===== config.mk =====
export PLATFORM = sky130hd
export DESIGN_NAME = pwvm_mix
export DESIGN_NICKNAME = d
export VERILOG_FILES = /design/src/design/polyphonic_wavetable_voice_mixer_macros.svh /design/src/design/pwvm_pkg.sv /design/src/design/pwvm_mix.sv
export SDC_FILE = /design/constraint.sdc
export NUM_CORES = 2
export LEC_CHECK = 0
export ABC_AREA = 1
export BUFFER_PORTS_ARGS = -buffer_cell sky130_fd_sc_hd__buf_4
export CORE_MARGIN = 1.5
export CORE_UTILIZATION = 47
export CTS_CLUSTER_DIAMETER = 60
export DETAILED_ROUTE_END_ITERATION = 8
export SETUP_SLACK_MARGIN = 0.5
export SLEW_MARGIN = 20
export SYNTH_ARGS = -nofsm -noshare
export SYNTH_HDL_FRONTEND = slang
export SYNTH_SLANG_ARGS = --single-unit

===== constraint.sdc =====
create_clock -name clock -period 8 [get_ports clock]
set_input_delay 1.6 -clock clock [delete_from_list [all_inputs] [get_ports clock]]
set_output_delay 1.6 -clock clock [all_outputs]
set_load 0.02 [all_outputs]

===== src/design/polyphonic_wavetable_voice_mixer_macros.svh =====
// ----------------------------------------------------------------------------
// Voice mixer assertion macros
// Shared concurrent assertion forms, clocked on clock, held off in reset.
// ----------------------------------------------------------------------------
`ifndef POLYPHONIC_WAVETABLE_VOICE_MIXER_MACROS_SVH
`define POLYPHONIC_WAVETABLE_VOICE_MIXER_MACROS_SVH

// same-cycle implication
`define PWVM_ASSERT_IMPLY(lbl, ante, cons) \
   lbl: assert property (@(posedge clock) disable iff (reset) (ante) |-> (cons)) \
      else $error("pwvm: same-cycle check failed");

// next-cycle implication
`define PWVM_ASSERT_NEXT(lbl, ante, cons) \
   lbl: assert property (@(posedge clock) disable iff (reset) (ante) |=> (cons)) \
      else $error("pwvm: next-cycle check failed");

`endif


===== src/design/pwvm_pkg.sv =====
// ----------------------------------------------------------------------------
// pwvm_pkg
// Types, codes and constants shared by the voice mixer modules.
// ----------------------------------------------------------------------------
package pwvm_pkg;

   // request kinds (req_tuser)
   localparam logic [2:0] ACT_TICK     = 3'd0;
   localparam logic [2:0] ACT_NOTE_ON  = 3'd1;
   localparam logic [2:0] ACT_NOTE_OFF = 3'd2;
   localparam logic [2:0] ACT_SET_STEP = 3'd3;
   localparam logic [2:0] ACT_SET_GAIN = 3'd4;

   // register indexes
   localparam int unsigned CSR_IDX_W = 3;
   localparam logic [CSR_IDX_W-1:0] CSR_GROWTH  = 3'd0;
   localparam logic [CSR_IDX_W-1:0] CSR_SHRINK  = 3'd1;
   localparam logic [CSR_IDX_W-1:0] CSR_MIN_LVL = 3'd2;
   localparam logic [CSR_IDX_W-1:0] CSR_MAX_LVL = 3'd3;
   localparam logic [CSR_IDX_W-1:0] CSR_INIT_LVL = 3'd4;

   localparam logic [15:0] GROWTH_RST   = 16'd16400;
   localparam logic [15:0] SHRINK_RST   = 16'd16368;
   localparam logic [15:0] MIN_LVL_RST  = 16'd1;
   localparam logic [15:0] MAX_LVL_RST  = 16'd4096;
   localparam logic [15:0] INIT_LVL_RST = 16'd4;

   localparam logic [15:0] UNITY_Q14 = 16'd16384;

   // mix sum: Q.43 terms, output is floor(sum / 2^28) saturated to 24 bits
   localparam int unsigned SUM_SHIFT  = 28;
   localparam int unsigned SAMPLE_W   = 24;
   localparam int unsigned ACC_BASE_W = 53;

   typedef struct packed {
      logic [15:0] growth;
      logic [15:0] shrink;
      logic [15:0] min_level;
      logic [15:0] max_level;
      logic [15:0] initial_level;
   } cfg_type;

   typedef enum logic [2:0] {
      ST_IDLE,
      ST_CMD,
      ST_TICK,
      ST_DRAIN,
      ST_FINISH
   } state_type;

   // sine table generator, evaluated at elaboration only
   localparam logic [63:0] PI_HALF_Q30 = 64'd1686629713;
   localparam logic [63:0] ONE_Q30     = 64'd1073741824;
   localparam logic [63:0] SINE_DIV [1:6] = '{64'd6, 64'd20, 64'd42, 64'd72, 64'd110, 64'd156};

   // p: phase as a fraction of a full turn in units of 2^-32
   function automatic logic signed [15:0] sine_entry(input logic [31:0] p);
      logic [63:0]        t;
      logic [63:0]        x;
      logic [63:0]        x2;
      logic [63:0]        term;
      logic [63:0]        v;
      logic signed [65:0] s;
      int                 k;
      t = p[30] ? (ONE_Q30 - 64'(p[29:0])) : 64'(p[29:0]);
      x = (t * PI_HALF_Q30) >> 30;
      x2 = (x * x) >> 30;
      term = x;
      s = $signed({2'b00, x});
      for (k = 1; k <= 6; k++) begin
         term = ((term * x2) >> 30) / SINE_DIV[k];
         if (k[0]) begin
            s = s - $signed({2'b00, term});
         end else begin
            s = s + $signed({2'b00, term});
         end
      end
      if (s < 0) begin
         s = '0;
      end
      if (s > $signed({2'b00, ONE_Q30})) begin
         s = $signed({2'b00, ONE_Q30});
      end
      v = ((64'(s) * 64'd32767) + (64'd1 << 29)) >> 30;
      return p[31] ? -16'(v) : 16'(v);
   endfunction

endpackage


===== src/design/pwvm_mix.sv =====
// ----------------------------------------------------------------------------
// pwvm_mix
// Tick datapath: envelope step, phase advance, write-back and mix sum.
// ----------------------------------------------------------------------------
module pwvm_mix #(
   parameter int unsigned VOICES      = 16,
   parameter int unsigned TABLE_DEPTH = 1024,
   localparam int unsigned PH_W   = $clog2(TABLE_DEPTH),
   localparam int unsigned VIDX_W = (VOICES > 1) ? $clog2(VOICES) : 1,
   localparam int unsigned ACC_W  = pwvm_pkg::ACC_BASE_W + VIDX_W
) (
   input  logic                    clock,
   input  logic                    reset,
   input  pwvm_pkg::cfg_type       cfg,
   input  logic                    acc_clear,
   // entry read from the voice memory
   input  logic                    b_vld,
   input  logic [VIDX_W-1:0]       b_addr,
   input  logic [15:0]             b_level,
   input  logic                    b_growing,
   input  logic [PH_W-1:0]         b_phase,
   input  logic [PH_W-1:0]         b_step,
   input  logic [15:0]             b_gain,
   // sine lookup
   output logic                    rom_rd_en,
   output logic [PH_W-1:0]         rom_addr,
   input  logic signed [15:0]      rom_data,
   // write-back
   output logic                    wr_en,
   output logic [VIDX_W-1:0]       wr_addr,
   output logic [15:0]             wr_level,
   output logic                    wr_growing,
   output logic [PH_W-1:0]         wr_phase,
   output logic [PH_W-1:0]         wr_step,
   output logic [15:0]             wr_gain,
   output logic signed [ACC_W-1:0] acc,
   output logic                    busy
);

   // stage B
   logic            b_active;
   logic [15:0]     b_factor;
   logic [PH_W:0]   b_phase_sum;
   logic [PH_W-1:0] b_phase_next;

   // stage C
   logic              c_vld_ff, c_active_ff, c_round_ff, c_growing_ff;
   logic [31:0]       c_prod_ff, c_prod_in;
   logic [VIDX_W-1:0] c_addr_ff;
   logic [PH_W-1:0]   c_phase_ff, c_step_ff;
   logic [15:0]       c_gain_ff;
   logic [32:0]       c_sum;
   logic [18:0]       c_lvl_wide;
   logic [15:0]       c_lvl;

   // stages D to F
   logic               d_vld_ff, d_active_ff;
   logic [15:0]        d_lvl_ff, d_gain_ff;
   logic signed [15:0] d_sine_ff;
   logic               e_vld_ff, e_active_ff;
   logic [31:0]        e_lg_ff, e_lg_in;
   logic signed [15:0] e_sine_ff;
   logic signed [32:0] e_lg_s;
   logic               f_vld_ff;
   logic signed [47:0] f_term_ff, f_term_in;
   logic signed [ACC_W-1:0] acc_ff, acc_in;

   assign b_active    = b_level > cfg.min_level;
   assign b_factor    = b_growing ? cfg.growth : cfg.shrink;
   assign b_phase_sum = {1'b0, b_phase} + {1'b0, b_step};
   assign b_phase_next = (b_phase_sum >= (PH_W+1)'(TABLE_DEPTH))
                       ? PH_W'(b_phase_sum - (PH_W+1)'(TABLE_DEPTH))
                       : PH_W'(b_phase_sum);
   assign c_prod_in = b_level * b_factor;

   assign rom_rd_en = b_vld;
   assign rom_addr  = b_phase;

   // round away from the old level: up when growing past unity
   assign c_sum      = {1'b0, c_prod_ff} + (c_round_ff ? 33'd16383 : 33'd0);
   assign c_lvl_wide = c_sum[32:14];
   assign c_lvl      = (c_lvl_wide > {3'b000, cfg.max_level}) ? cfg.max_level
                                                               : c_lvl_wide[15:0];

   assign wr_en      = c_vld_ff & c_active_ff;
   assign wr_addr    = c_addr_ff;
   assign wr_level   = c_lvl;
   assign wr_growing = c_growing_ff;
   assign wr_phase   = c_phase_ff;
   assign wr_step    = c_step_ff;
   assign wr_gain    = c_gain_ff;

   assign e_lg_in   = d_lvl_ff * d_gain_ff;
   assign e_lg_s    = $signed({1'b0, e_lg_ff});
   assign f_term_in = e_active_ff ? (e_lg_s * e_sine_ff) : 48'sd0;
   assign acc_in    = acc_clear ? '0
                    : (f_vld_ff ? (acc_ff + ACC_W'(f_term_ff)) : acc_ff);

   always_ff @(posedge clock) begin
      if (reset) begin
         c_vld_ff <= 1'b0;
         d_vld_ff <= 1'b0;
         e_vld_ff <= 1'b0;
         f_vld_ff <= 1'b0;
         acc_ff   <= '0;
      end else begin
         c_vld_ff <= b_vld;
         d_vld_ff <= c_vld_ff;
         e_vld_ff <= d_vld_ff;
         f_vld_ff <= e_vld_ff;
         acc_ff   <= acc_in;
      end
   end

   always_ff @(posedge clock) begin
      c_active_ff  <= b_active;
      c_round_ff   <= b_factor > pwvm_pkg::UNITY_Q14;
      c_growing_ff <= b_growing;
      c_prod_ff    <= c_prod_in;
      c_addr_ff    <= b_addr;
      c_phase_ff   <= b_phase_next;
      c_step_ff    <= b_step;
      c_gain_ff    <= b_gain;
      d_active_ff  <= c_active_ff;
      d_lvl_ff     <= c_lvl;
      d_gain_ff    <= c_gain_ff;
      d_sine_ff    <= rom_data;
      e_active_ff  <= d_active_ff;
      e_lg_ff      <= e_lg_in;
      e_sine_ff    <= d_sine_ff;
      f_term_ff    <= f_term_in;
   end

   assign acc  = acc_ff;
   assign busy = c_vld_ff | d_vld_ff | e_vld_ff | f_vld_ff;

endmodule


Word-level counts from Yosys, hierarchy flattened

Cells that the tools add are included.

Logic and storage cells: 41
Register bits: 282
Input port bits: 157
Output and inout port bits: 127

Bitwise gates (word level): 4
Reductions and logical operators: 1
Magnitude comparators: 4
$mul: 3
Multiplexer cells: 4
$add $sub $neg: 4

Operators by type and width:

| cell                  | count |
|---|---|
| $mul 16x16->32        | 2 |
| $add 57x57->57        | 1 |
| $mul 33x16->48        | 1 |
| $add 32x14->33        | 1 |
| $mux 16               | 2 |
| $gt 19x16->1          | 1 |
| $gt 16x15->1 const B  | 1 |
| $gt 16x16->1          | 1 |
| $mux 14               | 1 |
| $add 10x10->11        | 1 |
| $ge 11x11->1 const B  | 1 |
| $mux 10               | 1 |
| $sub 10x1->10 const B | 1 |
| $or 1x1->1            | 3 |
| $reduce_or 2->1       | 1 |
| $and 1x1->1           | 1 |

Logic depth before layout (Yosys ltp)

Word-level depth: 4
Depth in mapped cells: 30
Gate-level depth less buffers: 28

Least setup slack after synthesis

OpenSTA, ideal clock, no wires.

Kind: input to register
Start: in b_growing
End: reg c_prod_ff[31]
Data required time: 7.877 ns
Path slack: 1.001 ns
Stages: 24
Arrival time: 6.875 ns
Path through: inv_2 clkbuf_1 or2_1 o21a_1 inv_1 clkbuf_1 nor2_1 fa_1 inv_1 fa_1 fa_1 fa_1 inv_1 fa_1 inv_1 fa_1 inv_1 ha_1 nand2_1 nor4_1 nand4_1 nand3_1 a21oi_1 xor2_1

Longest elaborated chain between the ends: 2

Ends and longest elaborated chain:

| element                 | line            | source |
|---|---|---|
| from (decl)             | pwvm_mix.sv:20  | `input logic b_growing,` |
| $mux 16                 | pwvm_mix.sv:69  | `assign b_factor = b_growing ? cfg.growth : cfg.shrink;` |
| $mul 16x16->32          | pwvm_mix.sv:74  | `assign c_prod_in = b_level * b_factor;` |
| named net c_prod_in[31] | pwvm_mix.sv:48  | `logic [31:0] c_prod_ff, c_prod_in;` |
| to (signal assigned)    | pwvm_mix.sv:119 | `c_prod_ff <= c_prod_in;` |
| to (decl)               | pwvm_mix.sv:48  |  |

The timed path passes the listed nets, and every way through them passes these cells.
A chain may end at the register's enable or synchronous reset.

Worst setup path in the final report

Same ends and word-level chain as after synthesis.

==> flow_summary_export.csv <==
group,metric,value,unit
logic_synthesis,yosysMostFrequentCell,"inv_1",
logic_synthesis,synth_top_area_frac,0.328,
timing,setup_ws,0.898,ns
logic_synthesis,synth_area_leaders,"fa_1 33%, inv_1 13%, nand2_1 13%",
final_layout,syn2layout_area_growth,9.49,%
critical_path,crit_family,"adder cells",
timing,layout_min_cycle_time,7.10,ns
critical_path,crit_top_cell,"fa_1",
critical_path,slowest_delay,0.56,ns
final_layout,antenna_cells,0,
min_path,hold_path_class,"flop to flop",
die,initial_core_util,0.475,
job,drv_cap,0,
run_status,status,"finished, final reports clean",
logic_synthesis,yosys-top-cells-count,"1750 x inv_1, 1698 x nand2_1, 808 x fa_1, 594 x nor2_1, 467 x ha_1",
cts,cts_buffers,42,
logic_synthesis,syn_inst,6771,
route,dr.pass1.iters,6,
logic_synthesis,ys.flop_type,"dfxtp_1",
cts,h-tree-depth,2,
die,io_pins,284,
critical_path,critPathSlowestCell,"fa_1",
die,die_w,327,µm
logic_synthesis,synthArstFlopShare,0,
critical_path,r2r_start,"e_sine_ff[1]$_DFF_P_",
timing,worstMarginPinSlew,1.01,ns
timing,slew_violations,0,
grt,grt_pass1_vias,42900,
timing,skew,0.0459,ns
logic_synthesis,synth.avg_cell_area,7.29,µm²
timing,rsz0062_at_grt,"false",
cts,cts.sinks,282,
critical_path,start_kind,"input pin",
critical_path,r2r_slack,1.05,ns
final_layout,fin_nets,8345,
critical_path,cp_max_fo,18,
final_layout,final_layout_size_suffix_gt1_frac,0.0677,
route,post_drt_wl_per_cell,17.1,µm
timing,slew_headroom,0.325,
critical_path,cp_cell_sequence,"buf_4 > inv_2 > or2_0 > and2_1 > inv_1 > nor2_1 > fa_1 > inv_1 > fa_1 > inv_1 > fa_1 > inv_1 > fa_1 > fa_1 > fa_1 > inv_1 > ha_1 > nand2_1 > nor4_1 > nand4_1 > nand3_1 > a21oi_1 > xor2_1",
route,via_per_inst,5.02,
timing,setup_viol,0,
grt,grt_max_degree,93,
logic_synthesis,synth_nets,8203,
cts,clk_latency,0.62,ns
route,drcViolationCount,0,
logic_synthesis,synth-seq-cells,282,
critical_path,crit_end,"c_prod_ff[31]$_DFF_P_",
critical_path,crit_buf_inv,7,
route,drtAntennaViolNets,0,
critical_path,r2r-end,"f_term_ff[30]$_SDFF_PN0_",
die,die_area,107000,µm²
grt,grt_pass1_wl,230000,µm
die,num_rows,118,
logic_synthesis,yosys_warnings,0,
placement,portBuffers,267,
critical_path,crit_start,"b_growing",
route,vias,41800,
grt,grt-ovfl-total,0,
cts,cts_tree,"done",
route,drt_iter0_drc,2885,
logic_synthesis,synth_edf_count,0,
timing,finalCritPeriodShare,0.888,
placement,routabilityCongestion,0.999,
grt,grtUsageTotal,0.273,
cts,clockRootBuffer,"clkbuf_16",
critical_path,worstPathArrival,7.58,ns
critical_path,cp_num_cells,23,
route,drt_wl_total,143000,µm
logic_synthesis,synthDistinctLibCells,53,
die,die_y,327,µm
cts,clockBufferDepth,3,
timing,timing.fmax,0.141,GHz
timing,hold_viol_final,0,
placement,dp_hpwl,119000,µm
critical_path,cp-end-kind,"flop",
logic_synthesis,synth_top_area_cell,"fa_1",
cts,path_clk_slew,0.06,ns
critical_path,cp.required,8.48,ns
grt,antenna_found_initial,7,
cts,holdBufCountCts,0,
die,core,104000,µm²
timing,tns,0,ns
logic_synthesis,yosysSeqAreaShare,0.114,
logic_synthesis,syn_area,49300,µm²
critical_path,reg2regPathDepth,24,
critical_path,criticalPathCategory,"input pin to flop",
placement,pre_cts_slack,0.310,ns
## through the flow
stage / cell area (µm²) / util / hold slack [ns] / instances
global route: 54000 / 0.520 / 0.323 / 8326
finish: 54000 / 0.520 / 0.313 / 8326
detailed placement: 52600 / 0.507 / 0.312 / 8249
CTS: 54000 / 0.520 / 0.318 / 8326
floorplan: 49300 / - / 0.310 / 6771
global placement: 52600 / 0.507 / 0.311 / 8249
## cell families (layout without fill, tap and decap cells)
| kind of cell | count (synthesis) | in the layout | share of synthesized area |
|---|---|---|---|
| buf+inv | 1996 | 2171 | 0.153 |
| simple gates | 2595 | 2595 | 0.210 |
| flops | 282 | 282 | 0.114 |
| xor+xnor | 98 | 98 | 0.0174 |
| compound gates | 525 | 525 | 0.0591 |
| fa+ha+maj | 1275 | 1275 | 0.446 |
## cell usage in the layout (no fill, tap or decap), drive strengths merged, types with 5 or more instances in the layout
cell / instances
a21boi: 6
a21o: 18
a21oi: 245
a31oi: 11
and2: 8
buf: 326
clkbuf: 46
clkinv: 17
clkinvlp: 6
dfxtp: 282
fa: 808
ha: 467
inv: 1774
nand2: 1708
nand3: 140
nand3b: 5
nand4: 45
nor2: 594
nor3: 37
nor4: 13
o211ai: 9
o21a: 17
o21ai: 188
o21bai: 21
or2: 38
xnor2: 23
xor2: 75
## how the worst min path moves through the flow
stage / startpoint / to / slack, ns / cells after the start
after detailed placement: d_sine_ff[7]$_DFF_P_ / e_sine_ff[7]$_DFF_P_ / 0.31 / 0
after global routing: d_active_ff$_DFF_P_ / e_active_ff$_DFF_P_ / 0.32 / 0
after CTS: d_active_ff$_DFF_P_ / e_active_ff$_DFF_P_ / 0.32 / 0
final: d_active_ff$_DFF_P_ / e_active_ff$_DFF_P_ / 0.31 / 0
after floorplan: d_active_ff$_DFF_P_ / e_active_ff$_DFF_P_ / 0.31 / 0
after global placement: d_sine_ff[14]$_DFF_P_ / e_sine_ff[14]$_DFF_P_ / 0.31 / 0
## repair_timing
item	in CTS	in global routing
buffers inserted	0	0
resized for setup	0	1
endpoints found under the setup margin	0	1
hold endpoints to repair	0	0
## flip-flops by register name, indices dropped and copies added, names as in the netlist, 4 cells and up
name / count
acc: 57
f_term_ff: 48
c_prod_ff: 32
e_lg_ff: 32
d_gain_ff: 16
d_lvl_ff: 16
d_sine_ff: 16
e_sine_ff: 16
wr_gain: 16
wr_phase: 10
wr_step: 10
wr_addr: 4
## per-layer routing
metal / global-route usage / vias up / wire (µm)
met1: 0.370 / 20300 / 62600
met3: 0.0369 / 204 / 8970
met2: 0.457 / 1207 / 67100
met5: 0 / - / 69
met4: 0.0722 / 12 / 3890
li1: - / 20100 / -
## worst register-to-register path: cells and delay by family, from the launching register on
| kind | cells | cell delay (ns) |
|---|---|---|
| buffers and inverters | 6 | 0.73 |
| adders and majority gates | 7 | 3.52 |
| DFF | 1 | 0.96 |
| AOI/OAI and AO/OA | 2 | 0.46 |
| and+or+nand+nor | 9 | 1.18 |
## final cells by class
cell class,instances,area (µm²)
well taps,1380,1730
inverters,1768,6640
clock inverters,31,329
fillers,10400,49800
clock buffers,46,1090
flip-flops and latches,282,5650
multi-input cells,4493,36100
repair buffers,326,2450
Power is left out: the tool's default activity adds up to more than one toggle a clock period on the data nets, which glitch-free logic cannot reach.
